`src/rtl/nlc_pkg.sv`:
```
// newline style converter package: character codes, style and encoding codes,
// register indexes and the job type passed from front to back
// depends on nothing
`timescale 1ns / 1ps
`default_nettype none

package nlc_pkg;

   // character codes
   localparam logic [7:0] CHAR_CR = 8'h0D;
   localparam logic [7:0] CHAR_LF = 8'h0A;

   // newline styles
   localparam logic [1:0] STYLE_CR   = 2'd0;
   localparam logic [1:0] STYLE_LF   = 2'd1;
   localparam logic [1:0] STYLE_CRLF = 2'd2;

   // character encodings
   localparam logic [1:0] ENC_NONE = 2'd0;
   localparam logic [1:0] ENC_UTF8 = 2'd1;
   localparam logic [1:0] ENC_SJIS = 2'd2;
   localparam logic [1:0] ENC_EUC  = 2'd3;

   // configuration register indexes
   localparam logic [1:0] REG_SOURCE_STYLE  = 2'd0;
   localparam logic [1:0] REG_TARGET_STYLE  = 2'd1;
   localparam logic [1:0] REG_CHAR_ENCODING = 2'd2;

   // reset values of the configuration registers
   localparam logic [1:0] SOURCE_STYLE_RESET  = STYLE_CRLF;
   localparam logic [1:0] TARGET_STYLE_RESET  = STYLE_LF;
   localparam logic [1:0] CHAR_ENCODING_RESET = ENC_NONE;

   // default depth of the job queue between front and back
   localparam int QUEUE_DEPTH_DEFAULT = 2;

   // one classified item: one or two output beats
   typedef struct packed {
      logic [7:0] first_byte;
      logic [7:0] second_byte;
      logic       two_beats;
   } job_type;

endpackage

`default_nettype wire

```
`src/rtl/nlc_front.sv`:
```
// front of the newline style converter: configuration registers, item accept,
// newline and lead byte classification, job generation
// depends on nlc_pkg
`timescale 1ns / 1ps
`default_nettype none

module nlc_front
   import nlc_pkg::*;
(
   input  wire logic       clock,
   input  wire logic       reset,
   // input channel
   input  wire logic [7:0] req_byte_value,
   input  wire logic       req_flush,
   input  wire logic       req_push,
   output logic            req_full,
   // configuration port
   input  wire logic       csr_we,
   input  wire logic [1:0] csr_index,
   input  wire logic [1:0] csr_wdata,
   // job queue side
   output logic            job_push,
   output job_type         job_data,
   input  wire logic       job_full
);

   logic [1:0] source_style_ff, source_style_in;
   logic [1:0] target_style_ff, target_style_in;
   logic [1:0] char_encoding_ff, char_encoding_in;
   logic       held_cr_ff, held_cr_in;
   logic       trail_expected_ff, trail_expected_in;

   logic       req_accept;
   logic       pre_cr;
   logic       do_plain;
   logic       emit_nl;
   logic [1:0] main_cnt;
   logic [7:0] main_byte0;
   logic [7:0] main_byte1;
   logic       has_job;

   // lead byte ranges of the two byte encodings
   function automatic logic is_lead(input logic [1:0] enc, input logic [7:0] b);
      logic lead;
      lead = 1'b0;
      unique case (enc)
         ENC_SJIS: lead = (b >= 8'h81 && b <= 8'h9F) || (b >= 8'hE0 && b <= 8'hFC);
         ENC_EUC:  lead = (b == 8'h8E) || (b >= 8'hA1 && b <= 8'hFE);
         ENC_NONE, ENC_UTF8: lead = 1'b0;
      endcase
      return lead;
   endfunction

   assign req_full   = job_full;
   assign req_accept = req_push && !job_full;

   // configuration write decode
   always_comb begin
      source_style_in  = source_style_ff;
      target_style_in  = target_style_ff;
      char_encoding_in = char_encoding_ff;
      if (csr_we) begin
         unique case (csr_index)
            REG_SOURCE_STYLE:  source_style_in  = csr_wdata;
            REG_TARGET_STYLE:  target_style_in  = csr_wdata;
            REG_CHAR_ENCODING: char_encoding_in = csr_wdata;
            default: ;
         endcase
      end
   end

   // classify the item: optional leading cr, then up to two main bytes
   always_comb begin
      held_cr_in        = held_cr_ff;
      trail_expected_in = trail_expected_ff;
      pre_cr            = 1'b0;
      do_plain          = 1'b0;
      emit_nl           = 1'b0;
      main_cnt          = 2'd0;
      main_byte0        = 8'h00;
      main_byte1        = 8'h00;

      priority if (req_flush) begin
         held_cr_in        = 1'b0;
         trail_expected_in = 1'b0;
         if (held_cr_ff) begin
            main_cnt   = 2'd1;
            main_byte0 = CHAR_CR;
         end
      end else if (trail_expected_ff) begin
         trail_expected_in = 1'b0;
         main_cnt          = 2'd1;
         main_byte0        = req_byte_value;
      end else if (held_cr_ff) begin
         held_cr_in = 1'b0;
         if (req_byte_value == CHAR_LF) begin
            emit_nl = 1'b1;
         end else begin
            // lone cr goes out first, then the byte is handled normally
            pre_cr   = 1'b1;
            do_plain = 1'b1;
         end
      end else begin
         do_plain = 1'b1;
      end

      // ordinary byte handling
      if (do_plain) begin
         priority if (is_lead(char_encoding_ff, req_byte_value)) begin
            main_cnt          = 2'd1;
            main_byte0        = req_byte_value;
            trail_expected_in = 1'b1;
         end else if (req_byte_value == CHAR_CR) begin
            priority if (source_style_ff == STYLE_CR) begin
               emit_nl = 1'b1;
            end else if (source_style_ff == STYLE_CRLF) begin
               held_cr_in = 1'b1;
            end else begin
               main_cnt   = 2'd1;
               main_byte0 = req_byte_value;
            end
         end else if (req_byte_value == CHAR_LF && source_style_ff == STYLE_LF) begin
            emit_nl = 1'b1;
         end else begin
            main_cnt   = 2'd1;
            main_byte0 = req_byte_value;
         end
      end

      // newline in target style, none for the unused style code
      if (emit_nl) begin
         unique case (target_style_ff)
            STYLE_CR: begin
               main_cnt   = 2'd1;
               main_byte0 = CHAR_CR;
            end
            STYLE_LF: begin
               main_cnt   = 2'd1;
               main_byte0 = CHAR_LF;
            end
            STYLE_CRLF: begin
               main_cnt   = 2'd2;
               main_byte0 = CHAR_CR;
               main_byte1 = CHAR_LF;
            end
            default: main_cnt = 2'd0;
         endcase
      end
   end

   // merge into a job of at most two beats, extra bytes dropped
   always_comb begin
      if (pre_cr) begin
         job_data.first_byte  = CHAR_CR;
         job_data.second_byte = main_byte0;
         job_data.two_beats   = (main_cnt != 2'd0);
         has_job              = 1'b1;
      end else begin
         job_data.first_byte  = main_byte0;
         job_data.second_byte = main_byte1;
         job_data.two_beats   = (main_cnt == 2'd2);
         has_job              = (main_cnt != 2'd0);
      end
   end

   assign job_push = req_accept && has_job;

   // configuration and stream state
   always_ff @(posedge clock) begin
      if (reset) begin
         source_style_ff   <= SOURCE_STYLE_RESET;
         target_style_ff   <= TARGET_STYLE_RESET;
         char_encoding_ff  <= CHAR_ENCODING_RESET;
         held_cr_ff        <= 1'b0;
         trail_expected_ff <= 1'b0;
      end else begin
         source_style_ff  <= source_style_in;
         target_style_ff  <= target_style_in;
         char_encoding_ff <= char_encoding_in;
         if (req_accept) begin
            held_cr_ff        <= held_cr_in;
            trail_expected_ff <= trail_expected_in;
         end
      end
   end

endmodule

`default_nettype wire

```
`src/rtl/nlc_queue.sv`:
```
// job queue of the newline style converter: small fifo of classified items
// between front and back
// depends on nlc_pkg
`timescale 1ns / 1ps
`default_nettype none

module nlc_queue
   import nlc_pkg::*;
#(
   parameter int QUEUE_DEPTH = QUEUE_DEPTH_DEFAULT
)(
   input  wire logic    clock,
   input  wire logic    reset,
   input  wire logic    push,
   input  wire job_type push_data,
   output logic         full,
   input  wire logic    pop,
   output job_type      head_data,
   output logic         empty
);

   localparam int PTR_W = (QUEUE_DEPTH > 1) ? $clog2(QUEUE_DEPTH) : 1;
   localparam int CNT_W = $clog2(QUEUE_DEPTH + 1);
   localparam logic [PTR_W-1:0] LAST_PTR = PTR_W'(QUEUE_DEPTH - 1);
   localparam logic [CNT_W-1:0] DEPTH_CNT = CNT_W'(QUEUE_DEPTH);

   job_type          slot_ff [QUEUE_DEPTH];
   logic [PTR_W-1:0] wr_ptr_ff, wr_ptr_in;
   logic [PTR_W-1:0] rd_ptr_ff, rd_ptr_in;
   logic [CNT_W-1:0] count_ff, count_in;
   logic             do_push;
   logic             do_pop;

   assign full      = (count_ff == DEPTH_CNT);
   assign empty     = (count_ff == '0);
   assign do_push   = push && !full;
   assign do_pop    = pop && !empty;
   assign head_data = slot_ff[rd_ptr_ff];

   // pointer and fill count update
   always_comb begin
      wr_ptr_in = wr_ptr_ff;
      rd_ptr_in = rd_ptr_ff;
      count_in  = count_ff;
      if (do_push) begin
         wr_ptr_in = (wr_ptr_ff == LAST_PTR) ? '0 : wr_ptr_ff + 1'b1;
      end
      if (do_pop) begin
         rd_ptr_in = (rd_ptr_ff == LAST_PTR) ? '0 : rd_ptr_ff + 1'b1;
      end
      unique case ({do_push, do_pop})
         2'b10:   count_in = count_ff + 1'b1;
         2'b01:   count_in = count_ff - 1'b1;
         default: count_in = count_ff;
      endcase
   end

   always_ff @(posedge clock) begin
      if (reset) begin
         wr_ptr_ff <= '0;
         rd_ptr_ff <= '0;
         count_ff  <= '0;
      end else begin
         wr_ptr_ff <= wr_ptr_in;
         rd_ptr_ff <= rd_ptr_in;
         count_ff  <= count_in;
      end
   end

   // slot storage
   always_ff @(posedge clock) begin
      if (do_push) begin
         slot_ff[wr_ptr_ff] <= push_data;
      end
   end

endmodule

`default_nettype wire

```
`src/rtl/nlc_back.sv`:
```
// back of the newline style converter: splits jobs into beats and holds the
// result register
// depends on nlc_pkg
`timescale 1ns / 1ps
`default_nettype none

module nlc_back
   import nlc_pkg::*;
(
   input  wire logic    clock,
   input  wire logic    reset,
   // job queue side
   input  wire job_type job_data,
   input  wire logic    job_empty,
   output logic         job_pop,
   // result channel
   output logic [7:0]   rsp_out_byte,
   output logic         rsp_end_marker,
   output logic         rsp_empty,
   input  wire logic    rsp_pop
);

   logic       out_valid_ff, out_valid_in;
   logic [7:0] out_byte_ff;
   logic       out_end_ff;
   logic       phase_ff, phase_in;
   logic       load;
   logic       take;
   logic       last_beat;
   logic [7:0] beat_byte;

   assign rsp_empty      = !out_valid_ff;
   assign rsp_out_byte   = out_byte_ff;
   assign rsp_end_marker = out_end_ff;

   // result register is free or being emptied this cycle
   assign load      = !out_valid_ff || rsp_pop;
   assign take      = load && !job_empty;
   assign last_beat = !job_data.two_beats || phase_ff;
   assign beat_byte = phase_ff ? job_data.second_byte : job_data.first_byte;
   assign job_pop   = take && last_beat;

   // valid and beat phase
   always_comb begin
      out_valid_in = out_valid_ff;
      phase_in     = phase_ff;
      if (take) begin
         out_valid_in = 1'b1;
         phase_in     = !last_beat;
      end else if (rsp_pop) begin
         out_valid_in = 1'b0;
      end
   end

   always_ff @(posedge clock) begin
      if (reset) begin
         out_valid_ff <= 1'b0;
         phase_ff     <= 1'b0;
      end else begin
         out_valid_ff <= out_valid_in;
         phase_ff     <= phase_in;
      end
   end

   // result beat payload
   always_ff @(posedge clock) begin
      if (take) begin
         out_byte_ff <= beat_byte;
         out_end_ff  <= last_beat;
      end
   end

endmodule

`default_nettype wire

```
`src/rtl/newline_style_converter.sv`:
```
// newline style converter top level: front, job queue and back
// depends on nlc_pkg, nlc_front, nlc_queue, nlc_back
//
// Rewrites the line endings of a byte stream (CR, LF or CRLF) into the
// configured target style; other bytes pass unchanged, and in Shift-JIS or
// EUC-JP mode the byte after a lead byte passes raw. Push one byte (or a
// flush) per cycle while full is low; results come out of a queue-like port,
// one byte per cycle while pop is held high. An item that gives two result
// bytes (a target CRLF, or a lone CR followed by another byte) passes them in
// turn through the single result register of the back end. Items that give
// no result (a held CR, a flush with nothing held) are used up at the front
// only and push no job. A job queue of QUEUE_DEPTH entries lets the front
// keep taking items while the result side stalls. end_marker is high on the
// last byte of each item. Configuration writes take effect at the next edge
// and must be made while the block is idle.
`timescale 1ns / 1ps
`default_nettype none

module newline_style_converter
   import nlc_pkg::*;
#(
   parameter int QUEUE_DEPTH = QUEUE_DEPTH_DEFAULT
)(
   input  wire logic       clock,
   input  wire logic       reset,
   // input channel
   input  wire logic [7:0] req_byte_value,
   input  wire logic       req_flush,
   input  wire logic       req_push,
   output logic            req_full,
   // result channel
   output logic [7:0]      rsp_out_byte,
   output logic            rsp_end_marker,
   output logic            rsp_empty,
   input  wire logic       rsp_pop,
   // configuration port
   input  wire logic       csr_we,
   input  wire logic [1:0] csr_index,
   input  wire logic [1:0] csr_wdata
);

   logic    q_push;
   job_type q_push_data;
   logic    q_full;
   logic    q_pop;
   job_type q_head_data;
   logic    q_empty;

   // classification front
   nlc_front u_front (
      .clock          (clock),
      .reset          (reset),
      .req_byte_value (req_byte_value),
      .req_flush      (req_flush),
      .req_push       (req_push),
      .req_full       (req_full),
      .csr_we         (csr_we),
      .csr_index      (csr_index),
      .csr_wdata      (csr_wdata),
      .job_push       (q_push),
      .job_data       (q_push_data),
      .job_full       (q_full)
   );

   // job queue
   nlc_queue #(
      .QUEUE_DEPTH (QUEUE_DEPTH)
   ) u_queue (
      .clock     (clock),
      .reset     (reset),
      .push      (q_push),
      .push_data (q_push_data),
      .full      (q_full),
      .pop       (q_pop),
      .head_data (q_head_data),
      .empty     (q_empty)
   );

   // beat emitting back
   nlc_back u_back (
      .clock          (clock),
      .reset          (reset),
      .job_data       (q_head_data),
      .job_empty      (q_empty),
      .job_pop        (q_pop),
      .rsp_out_byte   (rsp_out_byte),
      .rsp_end_marker (rsp_end_marker),
      .rsp_empty      (rsp_empty),
      .rsp_pop        (rsp_pop)
   );

   // front never pushes into a full queue
   a_no_push_when_full: assert property (@(posedge clock) disable iff (reset)
      q_full |-> !q_push)
      else $error("job pushed into full queue");

   // back never pops an empty queue
   a_no_pop_when_empty: assert property (@(posedge clock) disable iff (reset)
      q_pop |-> !q_empty)
      else $error("job popped from empty queue");

   // reset leaves queue and result register empty
   a_reset_empties: assert property (@(posedge clock)
      reset |=> (q_empty && rsp_empty))
      else $error("queue or result register not empty after reset");

endmodule

`default_nettype wire

```
`config.mk`:
```
export PLATFORM = sky130hd
export DESIGN_NAME = newline_style_converter
export DESIGN_NICKNAME = d
export VERILOG_FILES = /design/src/rtl/nlc_pkg.sv /design/src/rtl/nlc_front.sv /design/src/rtl/nlc_queue.sv /design/src/rtl/nlc_back.sv /design/src/rtl/newline_style_converter.sv
export SDC_FILE = /design/constraint.sdc
export NUM_CORES = 1
export LEC_CHECK = 0
export BUFFER_PORTS_ARGS = -buffer_cell sky130_fd_sc_hd__clkbuf_2
export CORE_MARGIN = 2
export CORE_UTILIZATION = 52
export CTS_BUF_LIST = sky130_fd_sc_hd__clkbuf_4 sky130_fd_sc_hd__clkbuf_8 sky130_fd_sc_hd__clkbuf_16
export DETAILED_ROUTE_END_ITERATION = 6
export HOLD_SLACK_MARGIN = 0.12
export PLACE_DENSITY = 0.87
export SLEW_MARGIN = 20
export SYNTH_ARGS = -nofsm -noshare
export SYNTH_HDL_FRONTEND = slang
export SYNTH_HIERARCHICAL = 1
export SYNTH_SLANG_ARGS = --single-unit
```
`constraint.sdc`:
```
create_clock -name clock -period 2.6 [get_ports clock]
set_clock_uncertainty 0.15 [all_clocks]
set_input_delay 0.13 -clock clock [delete_from_list [all_inputs] [get_ports clock]]
set_output_delay 0.13 -clock clock [all_outputs]
set_load 0.02 [all_outputs]
```
# After elaboration in Yosys (flattened, before gate mapping)
# Memories as Yosys holds them, arrays and structs flattened. A register that Yosys moved wholly into a read port is not among the register bits.
# Cells that the tools add are included.
[word_totals]
reg_bits = 23
ram_bits = 34
elab_cells = 135
n_memories = 1
[mem_list]
columns = ["memory", "depth", "word_bits", "rd", "rd_ports_with_merged_regs", "wr", "line", "rtl"]
rows = [
  ["u_queue.slot_ff", 2, 17, 1, 1, 1, "nlc_queue.sv:27", "job_type slot_ff [QUEUE_DEPTH];"],
]
[classes]
addsub = 4
magnitude_cmp = 6
eq_ne = 16
muxes = 63
n_reduce_logical = 33
[ops]
columns = ["op", "count"]
rows = [
  ["$mux 8", 11],
  ["$mux 1", 37],
  ["$ge 8x8->1 const B", 3],
  ["$le 8x8->1 const B", 3],
  ["$mux 17", 1],
  ["$eq 2x2->1 const B", 8],
  ["$eq 8x4->1 const B", 2],
  ["$mux 2", 8],
  ["$pmux 8 s2", 1],
  ["$eq 2x1->1 const B", 5],
  ["$logic_and 1x1->1", 10],
  ["$logic_not 2->1", 5],
  ["$eq 8x8->1 const B", 1],
  ["$mux 4", 2],
  ["$pmux 2 s2", 2],
  ["$reduce_and 2->1", 3],
  ["$reduce_bool 2->1", 3],
  ["$reduce_or 2->1", 3],
  ["$logic_not 1->1", 5],
  ["$logic_or 1x1->1", 4],
  ["$pmux 1 s3", 1],
  ["$add 1x1->1 const B", 2],
  ["$add 2x1->2 const B", 1],
  ["$sub 2x1->2 const B", 1],
]

# Logic depth before layout (Yosys ltp)
# Gate-level depths: netlist of run 1.
[depth]
ltp_word = 16
mapped_depth = 10
ltp_nobuf = 10

# Cells and area by module
# The synthesis of run 1 kept the hierarchy.
[modules_own_cells]
columns = ["module", "instances", "cells_each", "area_per_inst_um2"]
rows = [
  ["nlc_queue", 1, 79, 1446.4],
  ["nlc_front", 1, 104, 779.5],
  ["nlc_back", 1, 30, 474.2],
]

# Worst setup path before layout of run 1
# No wires, ideal clock.
[synth_path]
path_kind = "flip-flop to flip-flop"
start = "reg u_front.trail_expected_ff"
end = "mem u_queue/slot_ff[0][0] (netlist bit), enable pin"
setup_ns = 0.369
t_arrival_ns = 2.110
slack_ns = -0.029
stages_incl_launch_ff = 9
path_buffers = 0
synth_period_minus_slack_ns = 2.629
cell_sequence = "dfxtp_1 -> nor2_1 -> o21ai_1 -> o22a_2 -> a21o_4 -> a31oi_1 -> inv_1 -> or3_1 -> inv_1"
[synth_via]
elab_chain_len = 14
[synth_rtl]
columns = ["element", "line", "rtl"]
rows = [
  ["start: declaration", "nlc_front.sv:31", "logic trail_expected_ff, trail_expected_in;"],
  ["start signal: assignment", "nlc_front.sv:182", "trail_expected_ff <= trail_expected_in;"],
  ["$mux 1", "nlc_front.sv:90", "end else if (trail_expected_ff) begin"],
  ["$mux 2", "nlc_front.sv:83", "priority if (req_flush) begin"],
  ["$mux 2", "nlc_front.sv:116", "end else if (source_style_ff == STYLE_CRLF) begin"],
  ["$mux 2", "nlc_front.sv:114", "priority if (source_style_ff == STYLE_CR) begin"],
  ["$mux 2", "nlc_front.sv:113", "end else if (req_byte_value == CHAR_CR) begin"],
  ["$mux 2", "nlc_front.sv:109", "priority if (is_lead(char_encoding_ff, req_byte_value)) begin"],
  ["$mux 2", "nlc_front.sv:108", "if (do_plain) begin"],
  ["$mux 2", "nlc_front.sv:131", "if (emit_nl) begin"],
  ["$reduce_bool 2->1", "nlc_front.sv:162", "has_job = (main_cnt != 2'd0);"],
  ["$mux 1 *", "nlc_front.sv:153", "if (pre_cr) begin"],
  ["$logic_and 1x1->1 *", "nlc_front.sv:166", "assign job_push = req_accept && has_job;"],
  ["net q_push", "newline_style_converter.sv:42", "logic q_push;"],
  ["$logic_and 1x1->1 *", "nlc_queue.sv:36", "assign do_push = push && !full;"],
  ["$mux 1 *", "nlc_queue.sv:72", "if (do_push) begin"],
  ["$mux 1 (implied by the code) *", "nlc_queue.sv:73", "slot_ff[wr_ptr_ff] <= push_data;"],
  ["end: declaration", "nlc_queue.sv:27", ""],
]
# Mark *: on every way through the listed nets, which the timed path passes. The rest lies on a longest branch.

# Final worst setup path of run 1
[layout_path]
start = "reg u_front.trail_expected_ff"
end = "mem u_queue/slot_ff[0][15] (netlist bit), enable pin"
# Same word-level chain as after synthesis.

==> impl_results.md, run 1 <==
* Worst-path fanout max at 17
* Placed Cells at 318
* Synthesized area at 2700 µm²
* Switch share at 0.231
* Clk Latency, worst-skew pair at 340 ps
* Final Max Slew Viols at 0
* Syn_nets at 232
* Fin Hold WS at 146 ps
* Width of the die at 76.1 µm
* Iter 0 DRT Violations at 177
* WP data required at 2500 ps
* Gr usage total at 0.205
* Post-route clock period utilization at 0.968
* Largest net degree at the start of global routing at 18
* CP endpoint kind: register
* Worst Hold Launch: req_byte_value[6]
* Drt pass-1 iters at 4
* Multi-input combinational cell area at 1060 µm²
* Initial Util at 0.532
* Synth async-reset ratio at 0
* Sequential share of the synthesized area at 0.589
* Synth warn at 6
* Die Ht at 76.1 µm
* Finished Layout Cells at 354
* DRC at 0
* Post-placement worst setup slack at 30.6 ps
* CP Cell Sequence: nor2_2 -> nand2_1 -> o22a_2 -> a21o_4 -> a31oi_2 -> inv_1 -> or3_1 -> clkinvlp_4 -> buf_12
* Hold path depth at 3
* Average size of a mapped cell at 12.7 µm²
* Clock Path Buffers at 2
* Final Hold Vio Count at 0
* Final Setup Violations at 0
* FF-to-FF Start: u_front/trail_expected_ff
* H-tree depth at 3
* Via density at 5.52
* Buffer and inverter count on the worst path at 3
* Layout cells sized above 1 at 0.320
* Leak Pwr at 0.00130 µW
* Max frequency at 397 MHz
* Synth area leaders: edfxtp_1, dfxtp_1, mux2_2
* Via Count at 1955
* Syn-to-layout area delta at 27.7%
* CTS clock-pin slew for the worst setup and hold paths at 60 ps
* Mean routed wirelength per cell at 15.6 µm
* PwrDens at 656 nW/µm²
* Top FF cell, synth: edfxtp_1
* VDD IR max at 0.493 mV
* EDFF count, synth at 43
* Die area at 5790 µm²
* CTS Buf Count at 9
* Gr ovfl total at 0
* Routed Antenna Nets at 0
* Initial antenna violation count at 0
* Ant diodes at 0
* Startpoint types: register
* WL final at 5520 µm
* Core footprint at 5070 µm²
* Most frequent cells after synthesis: edfxtp_1, nor2_1, mux2_2
* # rows at 26
* Via count of the first global-routing pass at 1973
* Fillcell total at 360
* Final worst path period need at 2520 ps
* CTS tree: built
* Cells on worst reg2reg path at 9
* Post-synth cell types at 51
* Outcome: completed
* Sequential cell fraction of total power at 0.479
* # port buffers at 28
* P_sw at 524 µW
* Top delay family on crit path: simple AND/OR/NAND/NOR gates
* Yosys top cell area share at 0.478
* Clock network fraction of design power at 0.391
* Min-Delay Path Class: primary input to register
* CTS sink count at 58
* Yosys top cell by area: edfxtp_1
* GPL Wtd Cong at 0.813
* Sink of the worst hold path: u_queue/slot_ff[0][7]
* Slew HR at 0.734
* Gate Count Post-Synth at 213
* Logic gate share of total power at 0.130
* Slowest CP cell: or3_1
* RR Endpoint: u_queue/slot_ff[0][15]
* Final worst slack at 83.8 ps
* Synth Register Bits at 58
* Post-DP HPWL at 3400 µm
* Slew of the pin with the lowest slew margin at 399 ps
* Max-Cap Viols at 0
* Final nets at 298
* Most common cell in the synthesized netlist: edfxtp_1
* Worst reg-to-reg setup slack at 80 ps
* Worst EP arrival at 2410 ps
* Io pins at 29
* Internal power at 1740 µW
* Storage cell area at 1590 µm²
* Root Driver: clkbuf_8
* First-pass GRT wire length at 9010 µm
* CP peak stage delay at 410 ps
* Worst Setup Path Type: register to register
==> through the flow <==
stage,cell area (µm²),utilization,total power (µW),setup TNS (ps)
after floorplan,2700,-,1270,0
after global placement,3000,0.590,1350,0
after detailed placement,3000,0.590,1360,0
after CTS,3420,0.674,2270,0
after global routing,3450,0.679,2350,-16.1
final,3450,0.679,2260,0
==> sequential cells by signal, indices dropped and copies added, names as in the netlist, named ones only <==
name                       cells
u_queue/wr_ptr_ff              1
u_front/target_style_ff        2
u_queue/count_ff               2
u_front/trail_expected_ff      1
u_front/held_cr_ff             1
u_queue/slot_ff               34
u_back/out_valid_ff            1
u_back/phase_ff                1
u_front/source_style_ff        2
u_front/char_encoding_ff       2
u_back/rsp_out_byte            8
u_queue/rd_ptr_ff              1
u_back/rsp_end_marker          1
==> metal layers <==
metal / up-vias / track usage / share of wire
li1: 939 / - / -
met1: 923 / 0.221 / 0.38
met2: 75 / 0.362 / 0.51
met3: 18 / 0.0569 / 0.061
met4: 0 / 0.116 / 0.040
met5: - / 0 / 0
==> power by group through the flow <==
stage	Sequential, µW	Clock [µW]	Combinational, µW
final	1080	885	294
after CTS	1080	900	286
after detailed placement	1100	0	258
after global placement	1100	0	251
after global routing	1090	944	319
after floorplan	1120	0	149
==> layout make-up <==
class,count,share of cell area
Clock buffer,10,0.0381
Timing Repair Buffer,62,0.132
Tap cell,70,0.0254
Multi-Input combinational cell,139,0.308
Clock inverter,6,0.0236
Inverter,9,0.0109
Sequential cell,58,0.462
==> timing repair <==
item | 4_1_cts | 5_1_grt
resized for setup | 0 | 6
endpoints found under the setup margin | 16 | 18
endpoints found under the hold margin | 27 | 0
pin swaps | 0 | 0
setup buffers | 1 | 0
hold buffers | 19 | 0
==> cell families (layout without fill, tap and decap cells) <==
logic type,count (synthesis),after routing,share of synthesized area
simple gates,67,67,0.148
fa+ha+maj,1,1,0.00463
buf+inv,16,87,0.0273
flops,58,58,0.589
xor+xnor,3,3,0.00973
compound gates,38,38,0.0978
mux,30,30,0.123
==> tightest hold or removal path, stage by stage <==
cell	delay, ps
clkbuf_2	130
nand2b_1	140
nor2_1	70
==> cells in the final DEF, fill, tap and decap left out, types with 5 or more instances in the layout <==
| cell | instances |
|---|---|
| mux2i_1 | 5 |
| mux2_2 | 16 |
| and3_1 | 9 |
| buf_4 | 14 |
| dlygate4sd3_1 | 19 |
| a21oi_1 | 10 |
| o21ai_0 | 5 |
| inv_1 | 7 |
| dfxtp_1 | 14 |
| nand2_1 | 5 |
| nand3_1 | 6 |
| nor2_1 | 17 |
| clkbuf_2 | 28 |
| edfxtp_1 | 43 |
| mux2_1 | 9 |
| nand3b_1 | 6 |
| clkbuf_8 | 9 |
| nor2b_1 | 5 |
==> worst max path at each step <==
stage / from / endpoint / depth (start not counted)
finish: u_front/trail_expected_ff / u_queue/slot_ff[0][15] / 9
global route: u_front/source_style_ff[0] / u_queue/count_ff[1] / 12
CTS: u_front/trail_expected_ff / u_queue/count_ff[1] / 10
detailed placement: req_byte_value[0] / u_queue/slot_ff[0][7] / 9
global placement: req_byte_value[0] / u_queue/slot_ff[0][15] / 9
floorplan: u_front/trail_expected_ff / u_queue/slot_ff[0][0] / 8
Power figures use the tool's default switching activity.
==> run 2, diff against run 1 <==
--- a/config.mk
+++ b/config.mk
@@ -8,7 +8,6 @@
 export BUFFER_PORTS_ARGS = -buffer_cell sky130_fd_sc_hd__clkbuf_2
 export CORE_MARGIN = 2
 export CORE_UTILIZATION = 52
-export CTS_BUF_LIST = sky130_fd_sc_hd__clkbuf_4 sky130_fd_sc_hd__clkbuf_8 sky130_fd_sc_hd__clkbuf_16
 export DETAILED_ROUTE_END_ITERATION = 6
 export HOLD_SLACK_MARGIN = 0.12
 export PLACE_DENSITY = 0.87
==> impl_results.md, run 2 (synthesis results as in run 1) <==
* Final worst path period need at 2520 ps
* Post-route clock period utilization at 0.968
* First-pass GRT wire length at 9030 µm
* Syn-to-layout area delta at 27.6%
* Storage cell area at 1590 µm²
* PwrDens at 655 nW/µm²
* FF-to-FF Start: u_front/source_style_ff[0]
* WL final at 5530 µm
* Initial Util at 0.532
* Leak Pwr at 0.00129 µW
* CP Cell Sequence: buf_4 -> nor2_1 -> nand2_1 -> o22a_2 -> a21o_4 -> a31oi_2 -> inv_1 -> or3_1 -> clkinvlp_4 -> buf_12
* Post-placement worst setup slack at 30.6 ps
* Design Area, Final at 3440 µm²
* Initial antenna violation count at 0
* Max frequency at 397 MHz
* Via density at 5.51
* WP data required at 2500 ps
* Placed Cells at 318
* Post-route setup TNS at 0 ps
* Slowest CP cell: or3_1
* Slew of the pin with the lowest slew margin at 390 ps
* H-tree depth at 3
* Most frequent cells in the layout: edfxtp_1, clkbuf_2, dlygate4sd3_1
* GPL Wtd Cong at 0.813
* Final Max Slew Viols at 0
* Worst Setup Path Type: register to register
* Slew HR at 0.740
* Root Driver: clkbuf_8
* CP endpoint kind: register
* Core footprint at 5070 µm²
* Min-Delay Path Class: primary input to register
* Final worst slack at 84.1 ps
* Clock Path Buffers at 2
* Drt pass-1 iters at 4
* Clk Latency, worst-skew pair at 340 ps
* Most flops, register: u_queue/slot_ff
* Outcome: completed
* DRC at 0
* Gr ovfl total at 0
* CTS Buf Count at 9
* Layout cells sized above 1 at 0.317
* Worst Hold Launch: req_byte_value[4]
* CP Launch Point: u_front/source_style_ff[0]
* # port buffers at 28
* Startpoint types: register
* Final nets at 298
* Mean routed wirelength per cell at 15.6 µm
* Final Setup Violations at 0
* Final Hold Vio Count at 0
* Width of the die at 76.1 µm
* Multi-input combinational cell area at 1060 µm²
* Most common cell after layout, fill and taps aside: edfxtp_1
* VDD IR max at 0.492 mV
* CP peak stage delay at 410 ps
* CTS sink count at 58
* Gr usage total at 0.205
* Worst EP arrival at 2410 ps
* Routed Antenna Nets at 0
* # rows at 26
* Die area at 5790 µm²
* Via count of the first global-routing pass at 1972
* CTS tree: built
* Post-DP HPWL at 3400 µm
* Largest net degree at the start of global routing at 18
* Fillcell total at 360
* Max reg flops at 34
* Ant diodes at 0
* Worst-path fanout max at 17
* CTS clock-pin slew for the worst setup and hold paths at 60 ps
* Placed cell area at 3000 µm²
* Via Count at 1951
* Finished Layout Cells at 354
* Io pins at 29
* Die Ht at 76.1 µm
* Max-Cap Viols at 0
* Iter 0 DRT Violations at 166
-- run 2: cell counts in the layout (fill, tap and decap cells not counted) --
Identical to the previous run, type by type.
-- run 2: area by class of cell --
cell class                 count  area share
clock inverter                 6      0.0236
sequential                    58       0.462
clock buffer                  10      0.0371
tap                           70      0.0254
inverter                       9      0.0109
timing repair buffer          62       0.132
multi-input combinational    139       0.308
-- run 2: critical path: cells and delay by family, from the launching register on --
family / cells / cell delay [ps]
AO/OA/AOI/OAI: 3 / 640
buffers and inverters: 4 / 490
flip-flops: 1 / 310
AND/OR/NAND/NOR: 3 / 630
-- run 2: worst paths after layout --
| kind | slack (ps) | depth (start not counted) | to |
|---|---|---|---|
| setup / recovery | 80 | 10 | u_queue/slot_ff[0][15] |
| hold / removal | 150 | 2 | u_queue/slot_ff[0][5] |
| setup reg to reg | 80 | 10 | u_queue/slot_ff[0][15] |
| hold reg to reg | 340 | 2 | u_front/held_cr_ff |
-- run 2: through the flow --
stage               hold WS (ps)  power [µW]  utilization
floorplan                   42.4        1270            -
global placement             229        1350        0.590
detailed placement           236        1360        0.590
CTS                          125        2260        0.673
global route                 160        2340        0.679
finish                       148        2260        0.679
-- run 2: power by group --
part           switching [µW]  internal [µW]
registers                21.9           1060
clock network             347            532
logic                     159            135
total                     528           1730
-- run 2: repair_timing --
item                                    4_1_cts  5_1_grt
hold endpoints to repair                     27        0
setup buffers                                 1        0
gates resized for setup                       0        6
hold buffers                                 19        0
endpoints found under the setup margin       16       18
-- run 2: routing by layer --
layer  share of wire  GRT usage  up-vias
met1            0.38      0.222      919
met4           0.038      0.116        0
met3           0.061     0.0569       15
met2            0.52      0.362       80
met5               0          0        -
li1                -          -      937
